`src/rtl/clcd_pkg.sv`:
```
// Shared types, constants and the power-on pin-state table of the character
// LCD sequencer. No dependencies.
`timescale 1ns / 1ps

package clcd_pkg;

  localparam int unsigned STEP_W = 5;

  typedef enum logic [1:0] {
    OP_INIT  = 2'd0,
    OP_CLEAR = 2'd1,
    OP_SETCUR = 2'd2,
    OP_PUTCH = 2'd3
  } clcd_op_e;

  typedef enum logic {
    ST_IDLE = 1'b0,
    ST_RUN  = 1'b1
  } clcd_state_e;

  // Configuration register indexes.
  localparam logic CFG_COLUMN_COUNT = 1'b0;
  localparam logic CFG_ROW_COUNT    = 1'b1;

  localparam logic [5:0] COLUMN_COUNT_RESET = 6'd16;
  localparam logic [1:0] ROW_COUNT_RESET    = 2'd2;
  localparam logic [5:0] COLUMN_MAX         = 6'd40;

  localparam logic [7:0] CMD_CLEAR      = 8'h01;
  localparam logic [7:0] CMD_SET_DDRAM  = 8'h80;

  localparam logic [15:0] HOLD_E_HIGH   = 16'd1;
  localparam logic [15:0] HOLD_E_LOW    = 16'd50;
  localparam logic [15:0] HOLD_POWER_ON = 16'd50000;
  localparam logic [15:0] HOLD_CLEAR    = 16'd2050;
  localparam logic [15:0] HOLD_WAKE1    = 16'd5050;
  localparam logic [15:0] HOLD_WAKE     = 16'd200;

  localparam logic [STEP_W-1:0] INIT_LAST_STEP = 5'd28;
  localparam logic [STEP_W-1:0] BYTE_LAST_STEP = 5'd3;

  typedef struct packed {
    logic        reg_select;
    logic        enable;
    logic [3:0]  data_lines;
    logic [15:0] hold_us;
  } clcd_pins_t;

  // Controller to datapath.
  typedef struct packed {
    logic              load;
    logic              emit;
    logic [STEP_W-1:0] step;
  } clcd_cmd_t;

  // Datapath to controller.
  typedef struct packed {
    logic out_free;
    logic last_step;
  } clcd_stat_t;

  // Pin state of step k of the power-on run: wait, four wake-up nibbles,
  // then the function set, display off, clear, entry mode and display on
  // bytes as two nibbles each.
  function automatic clcd_pins_t init_step(input logic [STEP_W-1:0] k);
    clcd_pins_t p;
    p.reg_select = 1'b0;
    p.enable     = k[0];
    case (k) inside
      5'd1, 5'd2, 5'd3, 5'd4, 5'd5, 5'd6: p.data_lines = 4'h3;
      5'd7, 5'd8, 5'd9, 5'd10:            p.data_lines = 4'h2;
      5'd11, 5'd12, 5'd15, 5'd16:         p.data_lines = 4'h8;
      5'd19, 5'd20:                       p.data_lines = 4'h1;
      5'd23, 5'd24:                       p.data_lines = 4'h6;
      5'd27, 5'd28:                       p.data_lines = 4'hC;
      default:                            p.data_lines = 4'h0;
    endcase
    case (k) inside
      5'd0:                p.hold_us = HOLD_POWER_ON;
      5'd2:                p.hold_us = HOLD_WAKE1;
      5'd4, 5'd6, 5'd8:    p.hold_us = HOLD_WAKE;
      5'd20:               p.hold_us = HOLD_CLEAR;
      default:             p.hold_us = k[0] ? HOLD_E_HIGH : HOLD_E_LOW;
    endcase
    return p;
  endfunction

endpackage

```
`src/rtl/clcd_req_if.sv`:
```
// Command request channel of the LCD sequencer.
// Depends on nothing.
`timescale 1ns / 1ps

interface clcd_req_if;
  logic       valid;
  logic       ready;
  logic [1:0] op;
  logic [7:0] char_code;
  logic [7:0] column;
  logic [7:0] row;

  modport source (output valid, op, char_code, column, row, input ready);
  modport sink (input valid, op, char_code, column, row, output ready);
endinterface

```
`src/rtl/clcd_res_if.sv`:
```
// Pin-state result channel of the LCD sequencer.
// Depends on nothing.
`timescale 1ns / 1ps

interface clcd_res_if;
  logic        valid;
  logic        ready;
  logic        reg_select;
  logic        enable;
  logic [3:0]  data_lines;
  logic [15:0] hold_us;
  logic        last;

  modport source (output valid, reg_select, enable, data_lines, hold_us, last,
                  input ready);
  modport sink (input valid, reg_select, enable, data_lines, hold_us, last,
                output ready);
endinterface

```
`src/rtl/clcd_ctrl.sv`:
```
// Step sequencer state machine of the LCD sequencer.
// Depends on clcd_pkg.
`timescale 1ns / 1ps

module clcd_ctrl
  import clcd_pkg::*;
(
  input  logic       clk_i,
  input  logic       rst_ni,
  input  logic       req_valid_i,
  output logic       req_ready_o,
  input  clcd_stat_t stat_i,
  output clcd_cmd_t  cmd_o
);

  clcd_state_e       state_q, state_d;
  logic [STEP_W-1:0] step_q, step_d;

  always_comb begin
    state_d = state_q;
    unique case (state_q)
      ST_IDLE: begin
        if (req_valid_i) state_d = ST_RUN;
      end
      ST_RUN: begin
        if (stat_i.out_free && stat_i.last_step) state_d = ST_IDLE;
      end
      default: state_d = ST_IDLE;
    endcase
  end

  always_comb begin
    req_ready_o = 1'b0;
    cmd_o.load  = 1'b0;
    cmd_o.emit  = 1'b0;
    cmd_o.step  = step_q;
    step_d      = step_q;
    unique case (state_q)
      ST_IDLE: begin
        req_ready_o = 1'b1;
        cmd_o.load  = req_valid_i;
        step_d      = '0;
      end
      ST_RUN: begin
        cmd_o.emit = stat_i.out_free;
        if (stat_i.out_free) begin
          step_d = stat_i.last_step ? '0 : step_q + 1'b1;
        end
      end
      default: step_d = '0;
    endcase
  end

  always_ff @(posedge clk_i or negedge rst_ni) begin
    if (!rst_ni) begin
      state_q <= ST_IDLE;
      step_q  <= '0;
    end else begin
      state_q <= state_d;
      step_q  <= step_d;
    end
  end

  a_idle_step_zero: assert property (@(posedge clk_i) disable iff (!rst_ni)
    (state_q == ST_IDLE) |-> (step_q == '0))
    else $error("step counter not cleared while idle");

  a_step_bound: assert property (@(posedge clk_i) disable iff (!rst_ni)
    step_q <= INIT_LAST_STEP)
    else $error("step counter ran past the longest run");

  a_last_ends_run: assert property (@(posedge clk_i) disable iff (!rst_ni)
    (cmd_o.emit && stat_i.last_step) |=> (state_q == ST_IDLE))
    else $error("run did not end after its last step");

  a_load_starts_run: assert property (@(posedge clk_i) disable iff (!rst_ni)
    cmd_o.load |=> (state_q == ST_RUN && step_q == '0))
    else $error("accepted request did not start a run");

endmodule

```
`src/rtl/clcd_datapath.sv`:
```
// Datapath of the LCD sequencer: configuration, command latch with cursor
// clamping, pin-state generation and the output register. Depends on clcd_pkg.
`timescale 1ns / 1ps

module clcd_datapath
  import clcd_pkg::*;
(
  input  logic        clk_i,
  input  logic        rst_ni,
  input  logic        cfg_we_i,
  input  logic        cfg_index_i,
  input  logic [5:0]  cfg_data_i,
  input  logic [1:0]  op_i,
  input  logic [7:0]  char_code_i,
  input  logic [7:0]  column_i,
  input  logic [7:0]  row_i,
  input  clcd_cmd_t   cmd_i,
  output clcd_stat_t  stat_o,
  input  logic        res_ready_i,
  output logic        res_valid_o,
  output clcd_pins_t  res_pins_o,
  output logic        res_last_o
);

  logic [5:0] column_count_q;
  logic [1:0] row_count_q;

  always_ff @(posedge clk_i or negedge rst_ni) begin
    if (!rst_ni) begin
      column_count_q <= COLUMN_COUNT_RESET;
      row_count_q    <= ROW_COUNT_RESET;
    end else if (cfg_we_i) begin
      unique case (cfg_index_i)
        CFG_COLUMN_COUNT: column_count_q <= cfg_data_i;
        CFG_ROW_COUNT:    row_count_q    <= cfg_data_i[1:0];
        default: ;
      endcase
    end
  end

  // Cursor clamping against the effective display size.
  logic [5:0] cols_eff;
  logic [5:0] col_clamped;
  logic       row_sel;

  always_comb begin
    if (column_count_q == '0)            cols_eff = 6'd1;
    else if (column_count_q > COLUMN_MAX) cols_eff = COLUMN_MAX;
    else                                  cols_eff = column_count_q;
    col_clamped = (column_i >= {2'b00, cols_eff}) ? cols_eff - 6'd1 : column_i[5:0];
    row_sel     = row_count_q[1] && (row_i != '0);
  end

  logic       is_init_q, rs_q, extra_q;
  logic       is_init_d, rs_d, extra_d;
  logic [7:0] byte_q, byte_d;

  always_comb begin
    is_init_d = 1'b0;
    rs_d      = 1'b0;
    extra_d   = 1'b0;
    byte_d    = char_code_i;
    case (clcd_op_e'(op_i))
      OP_INIT: is_init_d = 1'b1;
      OP_CLEAR: begin
        extra_d = 1'b1;
        byte_d  = CMD_CLEAR;
      end
      OP_SETCUR: byte_d = CMD_SET_DDRAM | {1'b0, row_sel, col_clamped};
      default: rs_d = 1'b1;
    endcase
  end

  always_ff @(posedge clk_i) begin
    if (cmd_i.load) begin
      is_init_q <= is_init_d;
      rs_q      <= rs_d;
      extra_q   <= extra_d;
      byte_q    <= byte_d;
    end
  end

  // A byte run is high nibble strobe, high nibble settle, low nibble strobe,
  // low nibble settle.
  clcd_pins_t step_pins;

  always_comb begin
    if (is_init_q) begin
      step_pins = init_step(cmd_i.step);
    end else begin
      step_pins.reg_select = rs_q;
      step_pins.enable     = ~cmd_i.step[0];
      step_pins.data_lines = cmd_i.step[1] ? byte_q[3:0] : byte_q[7:4];
      if (!cmd_i.step[0])                  step_pins.hold_us = HOLD_E_HIGH;
      else if (cmd_i.step[1] && extra_q)   step_pins.hold_us = HOLD_CLEAR;
      else                                 step_pins.hold_us = HOLD_E_LOW;
    end
    stat_o.last_step = (cmd_i.step == (is_init_q ? INIT_LAST_STEP : BYTE_LAST_STEP));
    stat_o.out_free  = !res_valid_o || res_ready_i;
  end

  logic valid_q;

  always_ff @(posedge clk_i or negedge rst_ni) begin
    if (!rst_ni) begin
      valid_q <= 1'b0;
    end else if (cmd_i.emit) begin
      valid_q <= 1'b1;
    end else if (res_ready_i) begin
      valid_q <= 1'b0;
    end
  end

  always_ff @(posedge clk_i) begin
    if (cmd_i.emit) begin
      res_pins_o <= step_pins;
      res_last_o <= stat_o.last_step;
    end
  end

  assign res_valid_o = valid_q;

endmodule

```
`src/rtl/char_lcd_4bit_sequencer_unit.sv`:
```
// Top level of the character LCD 4-bit bus sequencer.
// Depends on clcd_pkg, clcd_req_if, clcd_res_if, clcd_ctrl and clcd_datapath.
//
// Usage: each request on req_i is one command (init, clear, set cursor or
// put character). The block answers with a run of pin states on res_o, each
// giving RS, E, D7..D4 and the microseconds the host must hold it; the final
// state of a run carries last. A character, clear or set cursor request makes
// four results, init makes twenty-nine.
// Timing: a request is taken in the cycle after the previous run's last
// result entered the output register. The controller's step counter then
// loads one pin state per cycle into that register when the receiver keeps
// up. After a request is accepted, the run state is entered and the first
// result is then registered into the output register once that is free.
// When the receiver stalls, the output register holds its result and the
// step counter waits; no result is dropped.
// Reset clears the state machine and the output valid, and sets the display
// size to 16 columns and 2 rows. The configuration port writes column_count
// (index 0) or row_count (index 1), one per write; write it only while idle.
`timescale 1ns / 1ps

module char_lcd_4bit_sequencer_unit
  import clcd_pkg::*;
(
  input  logic        clk_i,
  input  logic        rst_ni,
  clcd_req_if.sink    req_i,
  clcd_res_if.source  res_o,
  input  logic        cfg_we_i,
  input  logic        cfg_index_i,
  input  logic [5:0]  cfg_data_i
);

  clcd_cmd_t  cmd;
  clcd_stat_t stat;
  clcd_pins_t pins;

  // The controller only sequences steps; all payload lives in the datapath.
  clcd_ctrl u_ctrl (
    .clk_i       (clk_i),
    .rst_ni      (rst_ni),
    .req_valid_i (req_i.valid),
    .req_ready_o (req_i.ready),
    .stat_i      (stat),
    .cmd_o       (cmd)
  );

  clcd_datapath u_datapath (
    .clk_i       (clk_i),
    .rst_ni      (rst_ni),
    .cfg_we_i    (cfg_we_i),
    .cfg_index_i (cfg_index_i),
    .cfg_data_i  (cfg_data_i),
    .op_i        (req_i.op),
    .char_code_i (req_i.char_code),
    .column_i    (req_i.column),
    .row_i       (req_i.row),
    .cmd_i       (cmd),
    .stat_o      (stat),
    .res_ready_i (res_o.ready),
    .res_valid_o (res_o.valid),
    .res_pins_o  (pins),
    .res_last_o  (res_o.last)
  );

  assign res_o.reg_select = pins.reg_select;
  assign res_o.enable     = pins.enable;
  assign res_o.data_lines = pins.data_lines;
  assign res_o.hold_us    = pins.hold_us;

endmodule
```
`src/flat_wrapper.sv`:
```
// flat-port wrapper written by rule: the top's interface ports become plain ports
module char_lcd_4bit_sequencer_unit_flat import clcd_pkg::*;
  (clk_i, rst_ni, cfg_we_i, cfg_index_i, cfg_data_i, req_i_valid, req_i_op, req_i_char_code, req_i_column, req_i_row, req_i_ready, res_o_valid, res_o_reg_select, res_o_enable, res_o_data_lines, res_o_hold_us, res_o_last, res_o_ready);
  clcd_req_if req_i_i ();
  clcd_res_if res_o_i ();
  input  logic clk_i;
  input  logic rst_ni;
  input  logic cfg_we_i;
  input  logic cfg_index_i;
  input  logic [5:0] cfg_data_i;
  input wire logic [$bits(req_i_i.valid)-1:0] req_i_valid;
  input wire logic [$bits(req_i_i.op)-1:0] req_i_op;
  input wire logic [$bits(req_i_i.char_code)-1:0] req_i_char_code;
  input wire logic [$bits(req_i_i.column)-1:0] req_i_column;
  input wire logic [$bits(req_i_i.row)-1:0] req_i_row;
  output wire logic [$bits(req_i_i.ready)-1:0] req_i_ready;
  output wire logic [$bits(res_o_i.valid)-1:0] res_o_valid;
  output wire logic [$bits(res_o_i.reg_select)-1:0] res_o_reg_select;
  output wire logic [$bits(res_o_i.enable)-1:0] res_o_enable;
  output wire logic [$bits(res_o_i.data_lines)-1:0] res_o_data_lines;
  output wire logic [$bits(res_o_i.hold_us)-1:0] res_o_hold_us;
  output wire logic [$bits(res_o_i.last)-1:0] res_o_last;
  input wire logic [$bits(res_o_i.ready)-1:0] res_o_ready;
  assign req_i_i.valid = req_i_valid;
  assign req_i_i.op = req_i_op;
  assign req_i_i.char_code = req_i_char_code;
  assign req_i_i.column = req_i_column;
  assign req_i_i.row = req_i_row;
  assign req_i_ready = req_i_i.ready;
  assign res_o_valid = res_o_i.valid;
  assign res_o_reg_select = res_o_i.reg_select;
  assign res_o_enable = res_o_i.enable;
  assign res_o_data_lines = res_o_i.data_lines;
  assign res_o_hold_us = res_o_i.hold_us;
  assign res_o_last = res_o_i.last;
  assign res_o_i.ready = res_o_ready;
  char_lcd_4bit_sequencer_unit u_core (.clk_i(clk_i), .rst_ni(rst_ni), .req_i(req_i_i), .res_o(res_o_i), .cfg_we_i(cfg_we_i), .cfg_index_i(cfg_index_i), .cfg_data_i(cfg_data_i));
endmodule
```
`config.mk`:
```
export PLATFORM = sky130hd
export DESIGN_NAME = char_lcd_4bit_sequencer_unit_flat
export DESIGN_NICKNAME = d
export VERILOG_FILES = /design/src/rtl/clcd_pkg.sv /design/src/rtl/clcd_req_if.sv /design/src/rtl/clcd_res_if.sv /design/src/rtl/clcd_ctrl.sv /design/src/rtl/clcd_datapath.sv /design/src/rtl/char_lcd_4bit_sequencer_unit.sv /design/src/flat_wrapper.sv
export SDC_FILE = /design/constraint.sdc
export NUM_CORES = 1
export LEC_CHECK = 0
export BUFFER_PORTS_ARGS = -buffer_cell sky130_fd_sc_hd__buf_2
export CORE_ASPECT_RATIO = 0.5
export CORE_MARGIN = 2
export CORE_UTILIZATION = 59
export CTS_BUF_LIST = sky130_fd_sc_hd__clkbuf_4 sky130_fd_sc_hd__clkbuf_8
export DETAILED_ROUTE_END_ITERATION = 6
export PLACE_DENSITY = 0.95
export SETUP_SLACK_MARGIN = 0.4
export SKIP_LAST_GASP = 1
export SLEW_MARGIN = 5
export SYNTH_ARGS = -nofsm -noshare
export SYNTH_HDL_FRONTEND = slang
export SYNTH_SLANG_ARGS = --single-unit
```
`constraint.sdc`:
```
create_clock -name clk_i -period 6.7 [get_ports clk_i]
set_clock_uncertainty 0.15 [all_clocks]
set_input_delay 0.335 -clock clk_i [delete_from_list [all_inputs] [get_ports clk_i]]
set_output_delay 0.335 -clock clk_i [all_outputs]
set_load 0.01 [all_outputs]
```
Word-level counts from Yosys, hierarchy flattened

Index checks and enable logic that the tools add are counted.

Input port bits: 38
Bits in writable memories: 0
Latch bits: 0
Bits in registers: 49
Memories kept: 0
ROM bits: 0

Shifts and indexed selects: 0
Bitwise gates (word level): 3
Add/subtract/negate cells: 2
Magnitude comparators: 2
Eq/ne operators: 24
Reductions and logical operators: 20
Multipliers: 0
Multiplexer cells: 34
Div/mod/pow operators: 0

Operators by type and width:

| cell                                             | count |
|---|---|
| two-way mux 12 bit                               | 4 |
| == test 5 bit, second input constant             | 7 |
| == test 5 x 4 -> 1 bit, second input constant    | 6 |
| two-way mux 4 bit                                | 7 |
| two-way mux 6 bit                                | 4 |
| two-way mux 21 bit                               | 1 |
| == test 5 x 3 -> 1 bit, second input constant    | 4 |
| two-way mux 16 bit                               | 1 |
| one-hot mux 8 bit (2 select lines)               | 1 |
| two-way mux 5 bit                                | 3 |
| two-way mux 13 bit                               | 1 |
| == test 5 x 2 -> 1 bit, second input constant    | 2 |
| two-way mux 1 bit                                | 10 |
| one-hot mux 5 bit (2 select lines)               | 1 |
| >= comparator 8 x 6 -> 1 bit                     | 1 |
| nonzero test 8 bit                               | 1 |
| OR reduction 4 bit                               | 2 |
| > comparator 6 bit, second input constant        | 1 |
| logical NOT 6 bit                                | 1 |
| OR reduction 2 bit                               | 3 |
| OR reduction 3 bit                               | 2 |
| OR reduction 6 bit                               | 1 |
| subtractor 6 x 1 -> 6 bit, second input constant | 1 |
| adder 5 x 1 -> 5 bit, second input constant      | 1 |
| other kinds (14)                                 | 19 |

Logic depth before layout (Yosys ltp)

Depth in word-level cells: 9
Gate-level depth with buffers: 10
Depth with buffers taken out: 10

By module

From an unflattened synthesis, not the netlist that was laid out.

Cell total of the unflattened synthesis: 238
Area, all modules: 2441.1 um2

Modules (own cells, without submodules):

| module        | cells an instance | seq. area each (um2) | area an instance (um2) | times used |
|---|---|---|---|---|
| clcd_datapath | 205               | 1043.5               | 2127.0                 | 1 |
| clcd_ctrl     | 33                | 150.1                | 314.1                  | 1 |

Least setup slack after synthesis

No wires, ideal clock.

Path kind: flip-flop to flip-flop
Start: register u_core.u_datapath.column_count_q[4]
End: register u_core.u_datapath.byte_q[1], data pin
Library setup time: 0.269 ns
Clock period less this slack: 2.544 ns
Data required time: 6.281 ns
Slack: 4.156 ns
Buffers on the path: 0
Arrival time: 2.125 ns
Cell stages (with the launch flop): 11
Path through: dfstp_2 nor2_1 a21oi_1 a2bb2oi_1 inv_1 ha_1 nor2b_1 o21ai_2 a41oi_4 mux2i_1 o22ai_1

Cells in the longest elaborated chain, start to end: 6
Elaborated cells on any way between the ends: 8
Those cells by class: 1 x add/sub; 2 x order compare; 4 x mux; 1 x reduce/logical

Ends and longest elaborated chain:

| what                                                                      | line                | source |
|---|---|---|
| start: declaration                                                        | clcd_datapath.sv:25 | `logic [5:0] column_count_q;` |
| start signal: assignment                                                  | clcd_datapath.sv:34 | `CFG_COLUMN_COUNT: column_count_q <= cfg_data_i;` |
| > comparator 6 bit                                                        | clcd_datapath.sv:48 | `else if (column_count_q > COLUMN_MAX) cols_eff = COLUMN_MAX;` |
| two-way mux 6 bit                                                         | clcd_datapath.sv:48 |  |
| two-way mux 6 bit *                                                       | clcd_datapath.sv:47 | `if (column_count_q == '0) cols_eff = 6'd1;` |
| >= comparator 8 x 6 -> 1 bit or subtractor 6 x 1 -> 6 bit (tied branches) | clcd_datapath.sv:50 | `col_clamped = (column_i >= {2'b00, cols_eff}) ? cols_eff - 6'd1 : column_i[5:0];` |
| two-way mux 6 bit *                                                       | clcd_datapath.sv:50 |  |
| one-hot mux 8 bit (2 select lines) *                                      | clcd_datapath.sv:63 | `case (clcd_op_e'(op_i))` |
| named net u_core.u_datapath.byte_d[1]                                     | clcd_datapath.sv:56 | `logic [7:0] byte_q, byte_d;` |
| end signal: assignment                                                    | clcd_datapath.sv:79 | `byte_q <= byte_d;` |
| end: declaration                                                          | clcd_datapath.sv:56 |  |

The timed path passes the listed nets; every way through them passes the cells marked *.
A chain may end at the register's enable or synchronous reset.

Final worst setup path

Start: register u_core.u_datapath.column_count_q[4]
End: register u_core.u_datapath.byte_q[2], data pin

Same word-level chain as after synthesis.

==> results <==
- The CTS root buffer is clkbuf_8.
- The detail route stage leaves a number of antenna-violating nets equal to 0.
- After floorplanning, the core was sized to cover 4020 um^2.
- For this design, the sink count on the clock tree is 42.
- For the pin with the worst max-slew slack, the measured transition is 913 ps.
- STA classifies the critical path startpoint as a register.
- The fmax is 347 MHz.
- The arrival time at the worst endpoint is 2760 ps.
- The pin count of the biggest net entering global routing is 20.
- In the post-route analysis, the smallest setup slack over all paths is 3820 ps.
- The kind of critical path is register to register.
- After global routing the overflow that remains totals 0.
- The Yosys warning count is 0.
- After clock tree synthesis, the clock-pin slew on the worst setup and hold paths is 80 ps.
- The most frequently used flop master after synthesis is edfxtp_1.
- The post-CTS setup-driven buffer insertion count is 0.
- In the final layout, the share of cells above drive strength 1 is 0.276.
- The number of global-route vias before repair is 1946.
- The maximum buffer depth of the clock tree is 2.
- The largest stage delay on the critical path is 580 ps.
- In the global route stage, overall resource usage came out at 0.233.
- The average wire length per cell after detail routing is 15.3 um.
- Headroom to the max-slew limit came out at 0.390.
- The post-route minimum period is 2880 ps.
- In this run the number of H-tree levels came out at 2.
- The final-report setup violation count is 0.
- The launch instance of the worst register-to-register path is u_core.u_datapath.column_count_q[4].
- The worst hold path begins at cfg_data_i[5].
- The average cell area after synthesis is 10.2 um^2.
- Counting the buffers created by CTS gives 5.
- The most critical setup path has its startpoint at u_core.u_datapath.column_count_q[4].
- Sorting the synthesized cells by area gives the leading types as edfxtp_1 33%, dfrtp_1 12%, ha_1 7.4%.
- The period utilization is 0.430.
- The slowest stage cell on the critical path is dfstp_2.
- TritonCTS built the clock tree.
- The cell with the most instances after synthesis is edfxtp_1.
- In the synthesized netlist, the number of instances is 249.
- The number of cell rows is 16.
- The hold violation count in the final report was 0.
- Of all cell types, the one taking the most synthesized area is edfxtp_1.
- The number of placed instances with taps included is 346.
- For the worst setup path, the data required time is 6570 ps.
- Setup repair after global routing left no endpoint under its margin.
- The setup TNS after final layout is 0 ps.
- The category of the worst setup path capture point is a register.
- Timing analysis after detailed placement gives a worst setup slack of 3870 ps.
- IR analysis of the VDD net gives a maximum drop of 0.175 mV.
- The total die area is 4880 um^2.
- The run finished with clean final reports.
- After detailed routing, the number of remaining DRC violations is 0.
- The total standard cell area after synthesis is 2540 um^2.
- For this design the static power due to leakage is 1.30 nW.
- The HPWL after detailed placement is 4050 um.
- The first-pass GRT wire length is 9010 um.
- The number of buffer and inverter instances along the worst setup path is 1.
- The number of gates resized after CTS is 0.
- Across all layers, the routed design uses 2032 vias.
- Sorting the synthesized cells by how often they occur yields 28 x edfxtp_1, 23 x nand2_1, 21 x inv_1.
- The post-synthesis sequential area ratio is 0.470.
- The cell family with the largest share of critical-path delay is compound AO/OA/AOI/OAI gates.
- The share of async-settable or async-resettable flops after synthesis is 0.333.
- The tightest min-delay check is of the primary input to register type.
- The area overhead of the layout relative to synthesis is 15.9%.
- The number of antenna violations at the first check in global routing is 0.
- The post-detailed-route via-to-cell ratio is 5.72.
- Walking the worst path, the cells encountered are nor2_1 > a21oi_1 > a2bb2oi_1 > inv_1 > ha_1 > nor2b_1 > o21ai_2 > a41oi_4 > mux2i_1 > o22ai_1.
- At the end of routability-driven placement, the weighted congestion stood at 0.857.
- After the first detailed-routing iteration, the DRC count stood at 163.
- The die is 50.4 um tall.
- At the later pin of the worst-skew pair, clock insertion delay measures 290 ps.
- Along the worst path, the maximum fanout reaches 7.
- The total inserted antenna cells is 0.
- The horizontal extent of the die is 96.8 um.
- The wire length after detailed routing is 5430 um.
- The count of final max-slew check failures is 0.
- The area of all placed cells without fillers is 2940 um^2.
- The first-pass iteration count of the detailed router is 5.
- The starting density of the core is 0.631.
- The final net count is 353.
- In this run the count of I/O pins placed on the die edge is 63.
- The max-cap check violation count is 0.
- After the flow finishes, the layout carries non-filler instances totaling 355.
- The final cell utilization of the core is 0.731.
- The instance area at placement is 2820 um^2.
- The count of buffers added on input and output ports is 59.
- The area share of the leading cell type in the synthesized netlist is 0.331.
- The number of buffers inserted by hold repair at cts is 1.
- In this run, synthesis inferred 28 flip-flops with an integrated enable.
- The power density over the cells is 351 nW/um^2.
- The synthesized netlist contains 47 unique library cells.
- The register bit total from synthesis is 42.
[state kept, by name, indices dropped and copies added, names as in the netlist, 5 cells and up]
| signal | count |
|---|---|
| u_core.u_datapath.column_count_q | 6 |
| u_core.u_datapath.byte_q | 8 |
| u_core.u_ctrl.step_q | 5 |
| u_core.u_datapath.res_pins_o | 16 |
[kinds of logic after synthesis]
group,synth area share
compound gates,0.155
simple gates,0.141
flops,0.470
xor+xnor,0.0138
fa+ha+maj,0.0739
mux,0.0779
other cells,0.00148
buf+inv,0.0665
[per-stage QoR]
step	power [mW]	hold slack [ps]
6_report	1.03	89.7
5_1_grt	1.10	112
4_1_cts	1.03	85.5
3_5_place_dp	0.824	100
3_3_place_gp	0.799	87.1
2_1_floorplan	0.716	-111
[cell usage in the layout, fill, tap and decap left out, types with 4 or more instances in the layout]
cell type,instances
clkbuf_8,5
o21ai_0,15
mux2_2,6
nand2_1,23
nor2_1,15
dfrtp_1,12
o22ai_1,8
edfxtp_1,28
buf_2,59
inv_1,21
ha_1,15
nor2b_1,11
a21oi_1,11
nand3_1,5
nor3_1,4
mux2i_1,13
[layer usage]
| metal | global-route usage | routed length (um) | vias to the layer above |
|---|---|---|---|
| li1 | - | - | 978 |
| met1 | 0.280 | 2230 | 952 |
| met2 | 0.420 | 2660 | 88 |
| met3 | 0.0515 | 408 | 14 |
| met4 | 0.0915 | 142 | 0 |
| met5 | 0 | 0 | - |
[final timing paths]
| kind | to | slack (ps) | cells after the start |
|---|---|---|---|
| hold reg to reg | u_core.u_datapath.res_pins_o[21] | 420 | 1 |
| max in group asynchronous | u_core.u_datapath.column_count_q[4] | 5790 | 2 |
| hold / removal | u_core.u_datapath.column_count_q[5] | 90 | 3 |
| min in group asynchronous | u_core.u_datapath.column_count_q[3] | 320 | 2 |
| setup reg to reg | u_core.u_datapath.byte_q[2] | 3820 | 10 |
| setup / recovery | u_core.u_datapath.byte_q[2] | 3820 | 10 |
[tightest hold or removal path: stages]
cell and delay, ps:
buf_2 70, nand2_1 30, o21ai_0 50
[power breakdown]
group          internal (mW)  total (mW)  switching (mW)
combinational          0.173       0.400           0.228
clock                  0.116       0.202          0.0860
sequential             0.358       0.430          0.0723
[area by class of cell]
cell class | count | area, um^2
well taps | 54 | 67.6
fillers | 269 | 1080
multi-input cells | 170 | 1180
clock inverters | 2 | 36.3
clock buffers | 6 | 76.3
inverters | 21 | 78.8
repair buffers | 60 | 305
flip-flops and latches | 42 | 1190
Power figures use the tool's default switching activity.
